--- src/hdl/bas_pkg.sv ---
// Shared constants, command/status types and helpers of the box-average scaler.
package bas_pkg;

  localparam int MAX_WIDTH   = 4096;
  localparam int MAX_HEIGHT  = 4096;
  localparam int MAX_ENLARGE = 8;

  localparam int DIM_W     = 13;
  localparam int POS_W     = 12;
  localparam int PIX_W     = 8;
  localparam int CFG_IDX_W = 3;

  localparam logic [PIX_W-1:0] ALPHA_FULL = 8'hFF;

  localparam logic [CFG_IDX_W-1:0] CFG_SRC_WIDTH  = 3'd0;
  localparam logic [CFG_IDX_W-1:0] CFG_SRC_HEIGHT = 3'd1;
  localparam logic [CFG_IDX_W-1:0] CFG_DST_WIDTH  = 3'd2;
  localparam logic [CFG_IDX_W-1:0] CFG_DST_HEIGHT = 3'd3;

  typedef struct packed {
    logic load;
    logic div_step;
    logic rinit;
    logic col_rd;
    logic col_wr;
    logic row_adv;
    logic em_rd;
    logic q_start;
    logic q_step;
    logic k_inc;
    logic out_pix;
    logic out_err;
    logic finish;
  } cmd_t;

  typedef struct packed {
    logic bad;
    logic ratio_ok;
    logic div_done;
    logic col_ok;
    logic col_fin;
    logic row_go;
    logic has_fin;
    logic k_last;
    logic q_done;
    logic out_free;
  } status_t;

  typedef struct packed {
    logic [DIM_W-1:0] raw;
    logic [DIM_W-1:0] rem;
  } dda_t;

  // Advance floor(i*S/D) to i+1, given q = S/D and r = S mod D.
  function automatic dda_t dda_step(input dda_t cur, input logic [DIM_W-1:0] q,
                                    input logic [DIM_W-1:0] r, input logic [DIM_W-1:0] d);
    logic [DIM_W:0] sum;
    logic           carry;
    dda_t           nxt;
    sum     = {1'b0, cur.rem} + {1'b0, r};
    carry   = (sum >= {1'b0, d});
    nxt.rem = carry ? DIM_W'(sum - {1'b0, d}) : sum[DIM_W-1:0];
    nxt.raw = cur.raw + q + {{(DIM_W-1){1'b0}}, carry};
    return nxt;
  endfunction

endpackage

--- src/hdl/bas_ctrl.sv ---
// Sequencer of the box-average scaler: walks columns, rows and result emission.
module bas_ctrl (
  input  logic             clk_i,
  input  logic             rst_ni,
  input  logic             in_valid_i,
  output logic             in_ready_o,
  input  bas_pkg::status_t sts_i,
  output bas_pkg::cmd_t    cmd_o
);

  localparam logic [3:0] S_IDLE  = 4'd0;
  localparam logic [3:0] S_DIV   = 4'd1;
  localparam logic [3:0] S_RINIT = 4'd2;
  localparam logic [3:0] S_COL   = 4'd3;
  localparam logic [3:0] S_CWR   = 4'd4;
  localparam logic [3:0] S_ROW   = 4'd5;
  localparam logic [3:0] S_ERD   = 4'd6;
  localparam logic [3:0] S_EPREP = 4'd7;
  localparam logic [3:0] S_EDIV  = 4'd8;
  localparam logic [3:0] S_EOUT  = 4'd9;
  localparam logic [3:0] S_ERR   = 4'd10;
  localparam logic [3:0] S_FIN   = 4'd11;

  logic [3:0] state_q, state_d;

  assign in_ready_o = (state_q == S_IDLE);

  always_comb begin
    state_d = state_q;
    cmd_o   = '0;
    case (state_q)
      S_IDLE: begin
        if (in_valid_i) begin
          cmd_o.load = 1'b1;
          if (sts_i.bad) state_d = S_ERR;
          else if (sts_i.ratio_ok) state_d = S_RINIT;
          else state_d = S_DIV;
        end
      end
      S_DIV: begin
        cmd_o.div_step = 1'b1;
        if (sts_i.div_done) state_d = S_RINIT;
      end
      S_RINIT: begin
        cmd_o.rinit = 1'b1;
        state_d     = S_COL;
      end
      S_COL: begin
        if (sts_i.col_ok) begin
          cmd_o.col_rd = 1'b1;
          state_d      = S_CWR;
        end else begin
          state_d = S_ROW;
        end
      end
      S_CWR: begin
        cmd_o.col_wr = 1'b1;
        state_d      = sts_i.col_fin ? S_COL : S_ROW;
      end
      S_ROW: begin
        if (!sts_i.row_go) state_d = S_FIN;
        else if (sts_i.has_fin) state_d = S_ERD;
        else cmd_o.row_adv = 1'b1;
      end
      S_ERD: begin
        cmd_o.em_rd = 1'b1;
        state_d     = S_EPREP;
      end
      S_EPREP: begin
        cmd_o.q_start = 1'b1;
        state_d       = S_EDIV;
      end
      S_EDIV: begin
        cmd_o.q_step = 1'b1;
        if (sts_i.q_done) state_d = S_EOUT;
      end
      S_EOUT: begin
        if (sts_i.out_free) begin
          cmd_o.out_pix = 1'b1;
          if (sts_i.k_last) begin
            cmd_o.row_adv = 1'b1;
            state_d       = S_ROW;
          end else begin
            cmd_o.k_inc = 1'b1;
            state_d     = S_ERD;
          end
        end
      end
      S_ERR: begin
        if (sts_i.out_free) begin
          cmd_o.out_err = 1'b1;
          state_d       = S_IDLE;
        end
      end
      S_FIN: begin
        cmd_o.finish = 1'b1;
        state_d      = S_IDLE;
      end
      default: state_d = S_IDLE;
    endcase
  end

  always_ff @(posedge clk_i or negedge rst_ni) begin
    if (!rst_ni) state_q <= S_IDLE;
    else state_q <= state_d;
  end

endmodule

--- config.mk ---
export PLATFORM = sky130hd
export DESIGN_NAME = bas_ctrl
export DESIGN_NICKNAME = d
export VERILOG_FILES = /design/src/hdl/bas_pkg.sv /design/src/hdl/bas_ctrl.sv
export SDC_FILE = /design/constraint.sdc
export NUM_CORES = 1
export LEC_CHECK = 0
export ABC_CLOCK_PERIOD_IN_PS = 1900
export BUFFER_PORTS_ARGS = -buffer_cell sky130_fd_sc_hd__buf_2
export CAP_MARGIN = 25
export CELL_PAD_IN_SITES_DETAIL_PLACEMENT = 1
export CELL_PAD_IN_SITES_GLOBAL_PLACEMENT = 1
export CORE_MARGIN = 10
export CORE_UTILIZATION = 33
export CTS_BUF_LIST = sky130_fd_sc_hd__clkbuf_8
export DETAILED_ROUTE_END_ITERATION = 6
export PLACE_DENSITY_LB_ADDON = 0.1
export RECOVER_POWER = 50
export SETUP_SLACK_MARGIN = 0.2
export SLEW_MARGIN = 0
export SYNTH_ARGS = -nofsm -noshare
export SYNTH_HDL_FRONTEND = slang
export SYNTH_SLANG_ARGS = --single-unit
export TNS_END_PERCENT = 5
--- constraint.sdc ---
create_clock -name clk_i -period 1.9 [get_ports clk_i]
set_input_delay 0.38 -clock clk_i [delete_from_list [all_inputs] [get_ports clk_i]]
set_output_delay 0.38 -clock clk_i [all_outputs]
set_load 0.02 [all_outputs]
==> results of run 1 <==
final cells by class:
type	instances	share of cell area, %
Multi-Input combinational cell	53	45.5
Timing Repair Buffer	48	34.7
Sequential cell	4	11.1
Clock buffer	3	4.35
Inverter	6	2.37
Tap cell	16	2.11
repair_timing:
item                                   CTS  global route
hold buffers                             1             0
setup endpoints to repair               18            17
gates resized for setup                 14            11
endpoints found under the hold margin    4             0
setup buffers                           14             4
pin swaps                                7             4
power breakdown:
part / total, W / switching (W) / internal (W)
logic: 0.00104 / 0.000537 / 0.000507
clock network: 0.000196 / 0.0000598 / 0.000136
registers: 0.000235 / 0.000106 / 0.000129
Yosys cell counts (2+ instances only):
cell type  count  share of area (%)
nor3_1         5                4.8
a31oi_1        2                2.4
nand2_1        4                2.9
inv_1          6                4.4
nor2b_1        2                2.4
dfrtp_1        4                 19
nand2b_1       2                2.4
o21ai_1        2                1.9
nand3_1        2                1.9
nor2_1         6                4.4
buf_2          3                2.9
mux2i_1        2                3.9
o21ai_0        2                1.9
final timing paths:
check,startpoint,end,slack [ps],cells past startpoint
worst min-delay path,sts_i[0],state_q[1],490,2
worst min register to register,state_q[0],state_q[0],750,2
min in group asynchronous,rst_ni,state_q[0],560,2
worst max register to register,state_q[3],state_q[1],120,5
worst max-delay path,state_q[2],cmd_o[1],80,5
max in group asynchronous,rst_ni,state_q[2],1110,2
through the flow:
step	utilization [%]	total power, W	hold WS (ps)	std cells
floorplan	-	0.000713	84.4	67
CTS	59.6	0.00136	450	126
finish	63.8	0.00147	488	130
detailed placement	45.2	0.000912	188	108
global placement	45.2	0.000902	186	108
global route	63.8	0.00155	496	130
routing by layer:
metal	wire, um	vias to the layer above	track usage (%)	part of all wire [%]
met2	1480	32	27.0	53
met3	164	10	4.94	5.8
met4	73	0	8.65	2.6
met1	1090	370	15.3	39
met5	0	-	0	0
li1	-	350	-	-
logic make-up (layout without fill, tap and decap cells):
family / count (synthesis) / in the layout / synth area share [%]
flops: 4 / 4 / 19.4
simple gates: 33 / 33 / 39.7
mux: 2 / 2 / 3.87
compound gates: 18 / 18 / 28.3
buf+inv: 10 / 57 / 8.72
critical path, cell delays in order, from the launching register on:
cell and delay, ps:
dfrtp_2 420, buf_12 140, buf_4 130, nand2b_4 150
nor3_2 150, buf_2 210
==> results.ini, run 1 <==
[run_status]
status = finished clean

[synthesis]
synth_area_per_cell_um2 = 7.71
synth.yosys.warnings = 0
synth_area_um2 = 517
synth-seq-area-share_pct = 19.4
ys_seq_elements = 4
synth_nets = 80
ys_async_sr_fraction_pct = 100
synth-edff-count = 0
synth_flop_cell = dfrtp_1
syn_inst = 67
synth_cell_type_count = 38

[global_routing]
grt_pass1_wl_um = 4060
grt_pass1_vias = 805
grt_max_degree = 15
track_usage_pct = 15.3
antenna_found_initial = 0
grt-ovfl-total = 0

[cts]
numCtsBuffers = 3
cts-root-buf = clkbuf_8
insertion_delay_ps = 230
clockBufferDepth = 2
ctsHtreeMaxLevel = 1
cts_tree = done
clkTransAtPathRegs_ps = 30
cts.sinks = 4

[worst_hold_path]
worstHoldPathType = input pin to flop

[cells_and_area]
diodes = 0
top_register = state_q
layout.nets = 129
syn_to_final_growth_pct = 83.8
largest_reg_flops = 4
regArea_um2 = 105
final_common_cell = buf_4
n_fill_cell = 182
top_regs = state_q x4
postLayoutCellArea_um2 = 950
multi_input_area_um2 = 432
final_cell_mix = 21 x buf_4, 19 x buf_2, 5 x nor2_1, 5 x inv_1, 4 x dfrtp_2
layout-drive-gt1-share_pct = 60.5

[placed_design]
globalplace.congestion = 0.811
numPortBuffers = 26
pre_cts_ws_ps = 154
detailed_place.area_um2 = 673
hpwl_um = 1600

[worst_setup_path]
criticalPathCategory = flop to primary output
crit_fanout = 7
cp.required_ps = 1520
cp-end-kind = primary output
startpoint_type = flop
cp_data_arrival_time_ps = 1440

[detailed_routing]
drc = 0
drt_iter0_markers = 13
drt_first_pass_iters = 4
via_count = 762
finalWirelength_um = 2810
viasPerCell = 5.86
post_drt_wl_per_cell_um = 21.6
antenna_left = 0

[floorplan]
pin_count = 27
die_width_um = 59.6
rows = 14
fp.dieH_um = 59.6
fp.coreArea_mm2 = 0.00149
fp.dieArea_mm2 = 0.00355
start_util_pct = 34.7

[timing]
worst_slack_ps = 83.5
rsz0062_at_grt = yes
min_period_ps = 1820
finalCritPeriodShare_pct = 95.6
setup_violations = 0
tns_ps = 0
relSlewSlack_pct = 63.7
max_freq_mhz = 551
worst_clock_skew_ps = 5.56
maxSlewViolCount = 0
tightest_slew_ps = 543
hold_viol_final = 0

[power_and_ir_drop]
leakagePower_nw = 0.480
powerDensity_mw_per_mm2 = 1550
peakVddDrop_mv = 0.948

[run]
cap_viol_max_count = 0

(Power assumes the default switching activity.)
==> inputs of run 2 (changes only) <==
--- a/config.mk
+++ b/config.mk
@@ -5,15 +5,16 @@
 export SDC_FILE = /design/constraint.sdc
 export NUM_CORES = 1
 export LEC_CHECK = 0
-export ABC_CLOCK_PERIOD_IN_PS = 1900
+export ABC_CLOCK_PERIOD_IN_PS = 1780
 export BUFFER_PORTS_ARGS = -buffer_cell sky130_fd_sc_hd__buf_2
 export CAP_MARGIN = 25
 export CELL_PAD_IN_SITES_DETAIL_PLACEMENT = 1
 export CELL_PAD_IN_SITES_GLOBAL_PLACEMENT = 1
 export CORE_MARGIN = 10
-export CORE_UTILIZATION = 33
+export CORE_UTILIZATION = 31
 export CTS_BUF_LIST = sky130_fd_sc_hd__clkbuf_8
 export DETAILED_ROUTE_END_ITERATION = 6
+export GPL_TIMING_DRIVEN = 0
 export PLACE_DENSITY_LB_ADDON = 0.1
 export RECOVER_POWER = 50
 export SETUP_SLACK_MARGIN = 0.2
==> constraint.sdc (replaced) <==
create_clock -name clk_i -period 1.78 [get_ports clk_i]
set_input_delay 0.356 -clock clk_i [delete_from_list [all_inputs] [get_ports clk_i]]
set_output_delay 0.356 -clock clk_i [all_outputs]
set_load 0.02 [all_outputs]
==> run 2 against run 1 <==
Non-clock buffer count fell by 4. Flip-flop and latch count did not move. First-iteration DRC count rose by 77%. Worst setup slack got worse by 35 ps. Clock skew fell by 2.0 ps. Critical path depth did not move. Total power rose by 4.6%. Sequential share of layout area rose by 0.31 points. Final area fell by 2.8%. Combinational power rose by 9%. Register-to-register slack got worse by 70 ps.
==> results.ini, run 2 (synthesis gave the netlist of run 1 again) <==
[run_status]
status = finished clean

[cells_and_area]
diodes = 0  ; unchanged
n_fill_cell = 196  ; +7.7%
syn_to_final_growth_pct = 78.7
largest_reg_flops = 4  ; unchanged
layout-drive-gt1-share_pct = 61.8  ; +1.3 points
final_common_cell = buf_2
top_register = state_q
layout.nets = 125  ; -3.1%
final_core_util_pct = 59.9  ; -3.9 points
top_regs = state_q x4
postLayoutCellArea_um2 = 923  ; -2.8%
final_cell_mix = 19 x buf_2, 18 x buf_4, 5 x buf_6, 5 x nor2_1, 5 x inv_1

[worst_setup_path]
startpoint_type = flop
path_cells = buf_4 > nor3b_1 > a31o_2 > a221oi_1 > o21ai_1
cp.required_ps = 1910  ; +390 ps
timing.critical_path.buf_inv = 1  ; -2
cp_slowest_cell = nor3b_1
cpPeakStageDelay_ps = 540  ; +120 ps
cp_data_arrival_time_ps = 1860  ; +420 ps
crit_fanout = 4  ; -3
cp-end-kind = flop
path_delay_family = simple AND/OR/NAND/NOR gates
criticalPathCategory = flop to flop

[timing]
finalCritPeriodShare_pct = 97.3
maxSlewViolCount = 0  ; unchanged
tightest_slew_ps = 631  ; +87.8 ps
rsz0062_at_grt = yes
min_period_ps = 1730
max_freq_mhz = 577
relSlewSlack_pct = 57.9  ; -5.9 points
setup_violations = 0  ; unchanged
hold_viol_final = 0  ; unchanged
worst_clock_skew_ps = 3.57  ; -1.99 ps

[detailed_routing]
finalWirelength_um = 2500  ; -11%
via_count = 737  ; -3.3%
drt_iter0_markers = 23  ; +10
drt_first_pass_iters = 4  ; unchanged
post_drt_wl_per_cell_um = 19.9  ; -8.2%
antenna_left = 0  ; unchanged
drc = 0  ; unchanged
viasPerCell = 5.85  ; -0.21%

[cts]
insertion_delay_ps = 220  ; about the same
clockBufferDepth = 2  ; unchanged
cts.sinks = 4  ; unchanged
ctsHtreeMaxLevel = 1  ; unchanged
cts_tree = done
cts-root-buf = clkbuf_8
clkTransAtPathRegs_ps = 40  ; about the same
numCtsBuffers = 3  ; unchanged

[global_routing]
antenna_found_initial = 0  ; unchanged
grt-ovfl-total = 0  ; unchanged
track_usage_pct = 12.9  ; -2.4 points
grt_pass1_wl_um = 3580  ; -12%
grt_max_degree = 11  ; -4
grt_pass1_vias = 759  ; -5.7%

[power_and_ir_drop]
clock_power_share_pct = 12.9  ; -0.4 points
p_seq_share_pct = 14.1  ; -1.8 points
switching_share_pct = 47.8  ; +0.15 points
peakVddDrop_mv = 0.826  ; -13%
leakagePower_nw = 0.464  ; -3.4%
powerDensity_mw_per_mm2 = 1670  ; +7.6%
switchingPower_w = 0.000737  ; +5.0%
pwr-share-comb_pct = 73.0  ; +2.2 points
p_total_w = 0.00154  ; +4.6%
internal_power_w = 0.000806  ; +4.3%

[placed_design]
globalplace.congestion = 0.894  ; +10%
numPortBuffers = 26  ; unchanged
hpwl_um = 1560  ; -2.2%
detailed_place.area_um2 = 673  ; unchanged

[run]
cap_viol_max_count = 0  ; unchanged

[floorplan]
start_util_pct = 33.5  ; -1.2 points
fp.dieArea_mm2 = 0.00370  ; +4.3%
pin_count = 27  ; unchanged
fp.coreArea_mm2 = 0.00154  ; +3.5%
fp.dieH_um = 60.8  ; +2.1%
die_width_um = 60.8  ; +2.1%
rows = 14  ; unchanged

[worst_hold_path]
worstHoldPathType = input pin to flop

run 2: cell type report:
class	count	area (um^2)	area share [%]
plain buffers	4	41.3	4.47
clock buffers	3	41.3	4.47
inverters	6	25.0	2.71
multi-input cells	53	432	46.7
flip-flops and latches	4	105	11.4
well taps	16	20.0	2.17
repair buffers	40	259	28.0
run 2: worst register-to-register path, delay by kind of cell, from the launching register on:
kind,cells,cell delay [ps]
buf+inv,1,150
compound gates,3,500
simple gates,1,540
flops,1,440
run 2: timing repair:
action / in CTS / in global routing
hold endpoints to repair: 4 / 0
endpoints found under the setup margin: 14 / 18
pin swaps: 1 / 5
gates resized for setup: 19 / 13
hold buffers: 1 / 0
buffers inserted: 8 / 5
run 2: path summary, 6_finish.rpt:
path                       startpoint          to  slack [ps]  cells after the start
min in group asynchronous      rst_ni  state_q[2]         530                      2
setup / recovery           state_q[0]  state_q[3]          50                      5
hold reg to reg            state_q[3]  state_q[1]         830                      3
hold / removal               sts_i[0]  state_q[1]         420                      2
max in group asynchronous      rst_ni  state_q[3]        1020                      2
setup reg to reg           state_q[0]  state_q[3]          50                      5
run 2: layer usage:
metal / up-vias / track usage, % / share of wire, % / wire [um]
li1: 341 / - / - / -
met1: 362 / 15.2 / 43 / 1080
met2: 32 / 21.5 / 50 / 1250
met3: 2 / 3.34 / 6.1 / 153
met4: 0 / 5.33 / 0.76 / 19
met5: - / 0 / 0 / 0
run 2: per-stage QoR:
step	hold WS (ps)	TNS, ps	instances	setup slack [ps]
after floorplan	60.4	0	67	32.2
after global routing	428	-17.0	126	-14.8
after CTS	431	0	121	39.1
final	424	0	126	48.2
after detailed placement	163	0	109	130
after global placement	160	0	109	136
run 2: power groups by stage:
| stage | clock network, W | registers, W | logic (W) |
|---|---|---|---|
| 3_5_place_dp | 0 | 0.000194 | 0.000790 |
| 6_report | 0.000199 | 0.000218 | 0.00113 |
| 5_1_grt | 0.000214 | 0.000221 | 0.00119 |
| 2_1_floorplan | 0 | 0.000176 | 0.000585 |
| 4_1_cts | 0.000200 | 0.000208 | 0.000970 |
| 3_3_place_gp | 0 | 0.000194 | 0.000779 |
==> inputs of run 3 (changes only) <==
--- a/config.mk
+++ b/config.mk
@@ -15,6 +15,7 @@
 export CTS_BUF_LIST = sky130_fd_sc_hd__clkbuf_8
 export DETAILED_ROUTE_END_ITERATION = 6
 export GPL_TIMING_DRIVEN = 0
+export MAX_ROUTING_LAYER = met4
 export PLACE_DENSITY_LB_ADDON = 0.1
 export RECOVER_POWER = 50
 export SETUP_SLACK_MARGIN = 0.2
==> run 3 against run 2 <==
Largest cell class unchanged. First-iteration DRC count fell by 26%. Worst hold slack better by 4.5 ps. Worst setup slack got worse by 37 ps.
==> results.ini, run 3 (synthesis gave the netlist of run 1 again) <==
[run_status]
status = finished clean

[detailed_routing]
drt_iter0_markers = 17  ; -26%
drt_first_pass_iters = 4  ; unchanged
drc = 0  ; unchanged
antenna_left = 0  ; unchanged
finalWirelength_um = 2360  ; -5.9%
viasPerCell = 5.81  ; -0.73%
post_drt_wl_per_cell_um = 19.0  ; -4.4%
via_count = 720  ; -2.3%

[cells_and_area]
final_common_cell = buf_4
syn_to_final_growth_pct = 74.3
stdcell_count = 124  ; -1.6%
layout.nets = 123  ; -1.6%
layout-drive-gt1-share_pct = 60.2  ; -1.6 points
top_regs = state_q x4
top_register = state_q
diodes = 0  ; unchanged
largest_reg_flops = 4  ; unchanged
final_cell_mix = 18 x buf_4, 15 x buf_2, 5 x buf_6, 5 x nor2_1

[power_and_ir_drop]
peakVddDrop_mv = 0.815  ; -1.3%
p_total_w = 0.00151  ; -2.2%
powerDensity_mw_per_mm2 = 1680  ; +0.28%
leakagePower_nw = 0.446  ; -3.8%

[worst_setup_path]
cp-end-kind = primary output
crit_fanout = 7  ; +3
cp_data_arrival_time_ps = 1410  ; -450 ps
path_cells = buf_6 > nor4_4 > and2_4 > buf_6
cp_common_cell = buf_6
startpoint_type = flop
criticalPathCategory = flop to primary output
path_delay_family = simple AND/OR/NAND/NOR gates
cp.required_ps = 1420  ; -490 ps
cp_slowest_cell = dfrtp_2
timing.critical_path.buf_inv = 2  ; +1
cpPeakStageDelay_ps = 450  ; -90 ps

[timing]
hold_ws_ps = 429  ; +4.49 ps
min_period_ps = 1770  ; +36.9 ps
worst_clock_skew_ps = 3.09  ; -0.480 ps
max_freq_mhz = 565  ; -2.1%
hold_viol_final = 0  ; unchanged
rsz0062_at_grt = yes
setup_violations = 0  ; unchanged
maxSlewViolCount = 0  ; unchanged
tightest_slew_ps = 616  ; -14.7 ps
relSlewSlack_pct = 58.8  ; +0.98 points
finalCritPeriodShare_pct = 99.4  ; +2.1 points

[cts]
clockBufferDepth = 2  ; unchanged
cts.sinks = 4  ; unchanged
insertion_delay_ps = 230  ; about the same
cts-root-buf = clkbuf_8
cts_tree = done
clkTransAtPathRegs_ps = 30  ; about the same
ctsHtreeMaxLevel = 1  ; unchanged
numCtsBuffers = 3  ; unchanged

[placed_design]
globalplace.congestion = 0.909  ; +1.7%
dp_cells = 109  ; unchanged
hpwl_um = 1560  ; unchanged
numPortBuffers = 26  ; unchanged

[floorplan]
fp.dieH_um = 60.8  ; unchanged
pin_count = 27  ; unchanged
rows = 14  ; unchanged
start_util_pct = 33.5  ; unchanged
fp.dieArea_mm2 = 0.00370  ; unchanged
die_width_um = 60.8  ; unchanged
fp.coreArea_mm2 = 0.00154  ; unchanged

[worst_hold_path]
worstHoldPathType = input pin to flop

[run]
cap_viol_max_count = 0  ; unchanged

[global_routing]
antenna_found_initial = 0  ; unchanged
grt_pass1_wl_um = 3600  ; +0.56%
grt-ovfl-total = 0  ; unchanged
track_usage_pct = 13.3  ; +0.43 points
grt_pass1_vias = 753  ; -0.79%
grt_max_degree = 11  ; unchanged

-- run 3: power breakdown --
part	switching, W	internal (W)
Sequential	0.0000810	0.000138
Clock	0.0000566	0.000145
Combinational	0.000583	0.000506
Total	0.000721	0.000789
-- run 3: metrics by stage --
step	util, %	area [um^2]	TNS (ps)	worst slack (ps)
after floorplan	-	523	0	32.2
after global placement	43.7	673	0	136
after detailed placement	43.7	673	0	130
after CTS	54.5	840	0	39.1
after global routing	58.4	901	-115	-49.5
final	58.4	901	0	11.3
-- run 3: area by class of cell --
cell class / count / area (um^2)
multi-input combinational: 53 / 419
fill: 195 / 641
timing repair buffer: 38 / 249
inverter: 6 / 25.0
tap: 16 / 20.0
clock buffer: 3 / 41.3
buffer: 4 / 41.3
sequential: 4 / 105
-- run 3: worst paths after layout --
kind / depth (start not counted) / from / slack, ps / end
min in group asynchronous: 2 / rst_ni / 540 / state_q[2]
max in group asynchronous: 2 / rst_ni / 1010 / state_q[3]
hold / removal: 2 / sts_i[0] / 430 / state_q[1]
setup reg to reg: 6 / state_q[0] / 70 / state_q[1]
hold reg to reg: 3 / state_q[3] / 820 / state_q[1]
setup / recovery: 4 / state_q[2] / 10 / cmd_o[12]
-- run 3: timing repair --
item / CTS / global route
hold buffers: 1 / 0
setup buffers: 8 / 3
resized for setup: 19 / 17
gates cloned: 0 / 0
pin swaps: 1 / 4
endpoints found under the hold margin: 4 / 0
endpoints found under the setup margin: 14 / 18
-- run 3: layer usage --
| layer | GRT usage, % | share of wire, % | vias to the layer above |
|---|---|---|---|
| li1 | - | - | 336 |
| met1 | 15.5 | 44 | 355 |
| met2 | 21.4 | 50 | 27 |
| met3 | 3.13 | 5.6 | 2 |
| met4 | 5.33 | 0.42 | 0 |
| met5 | - | 0 | - |
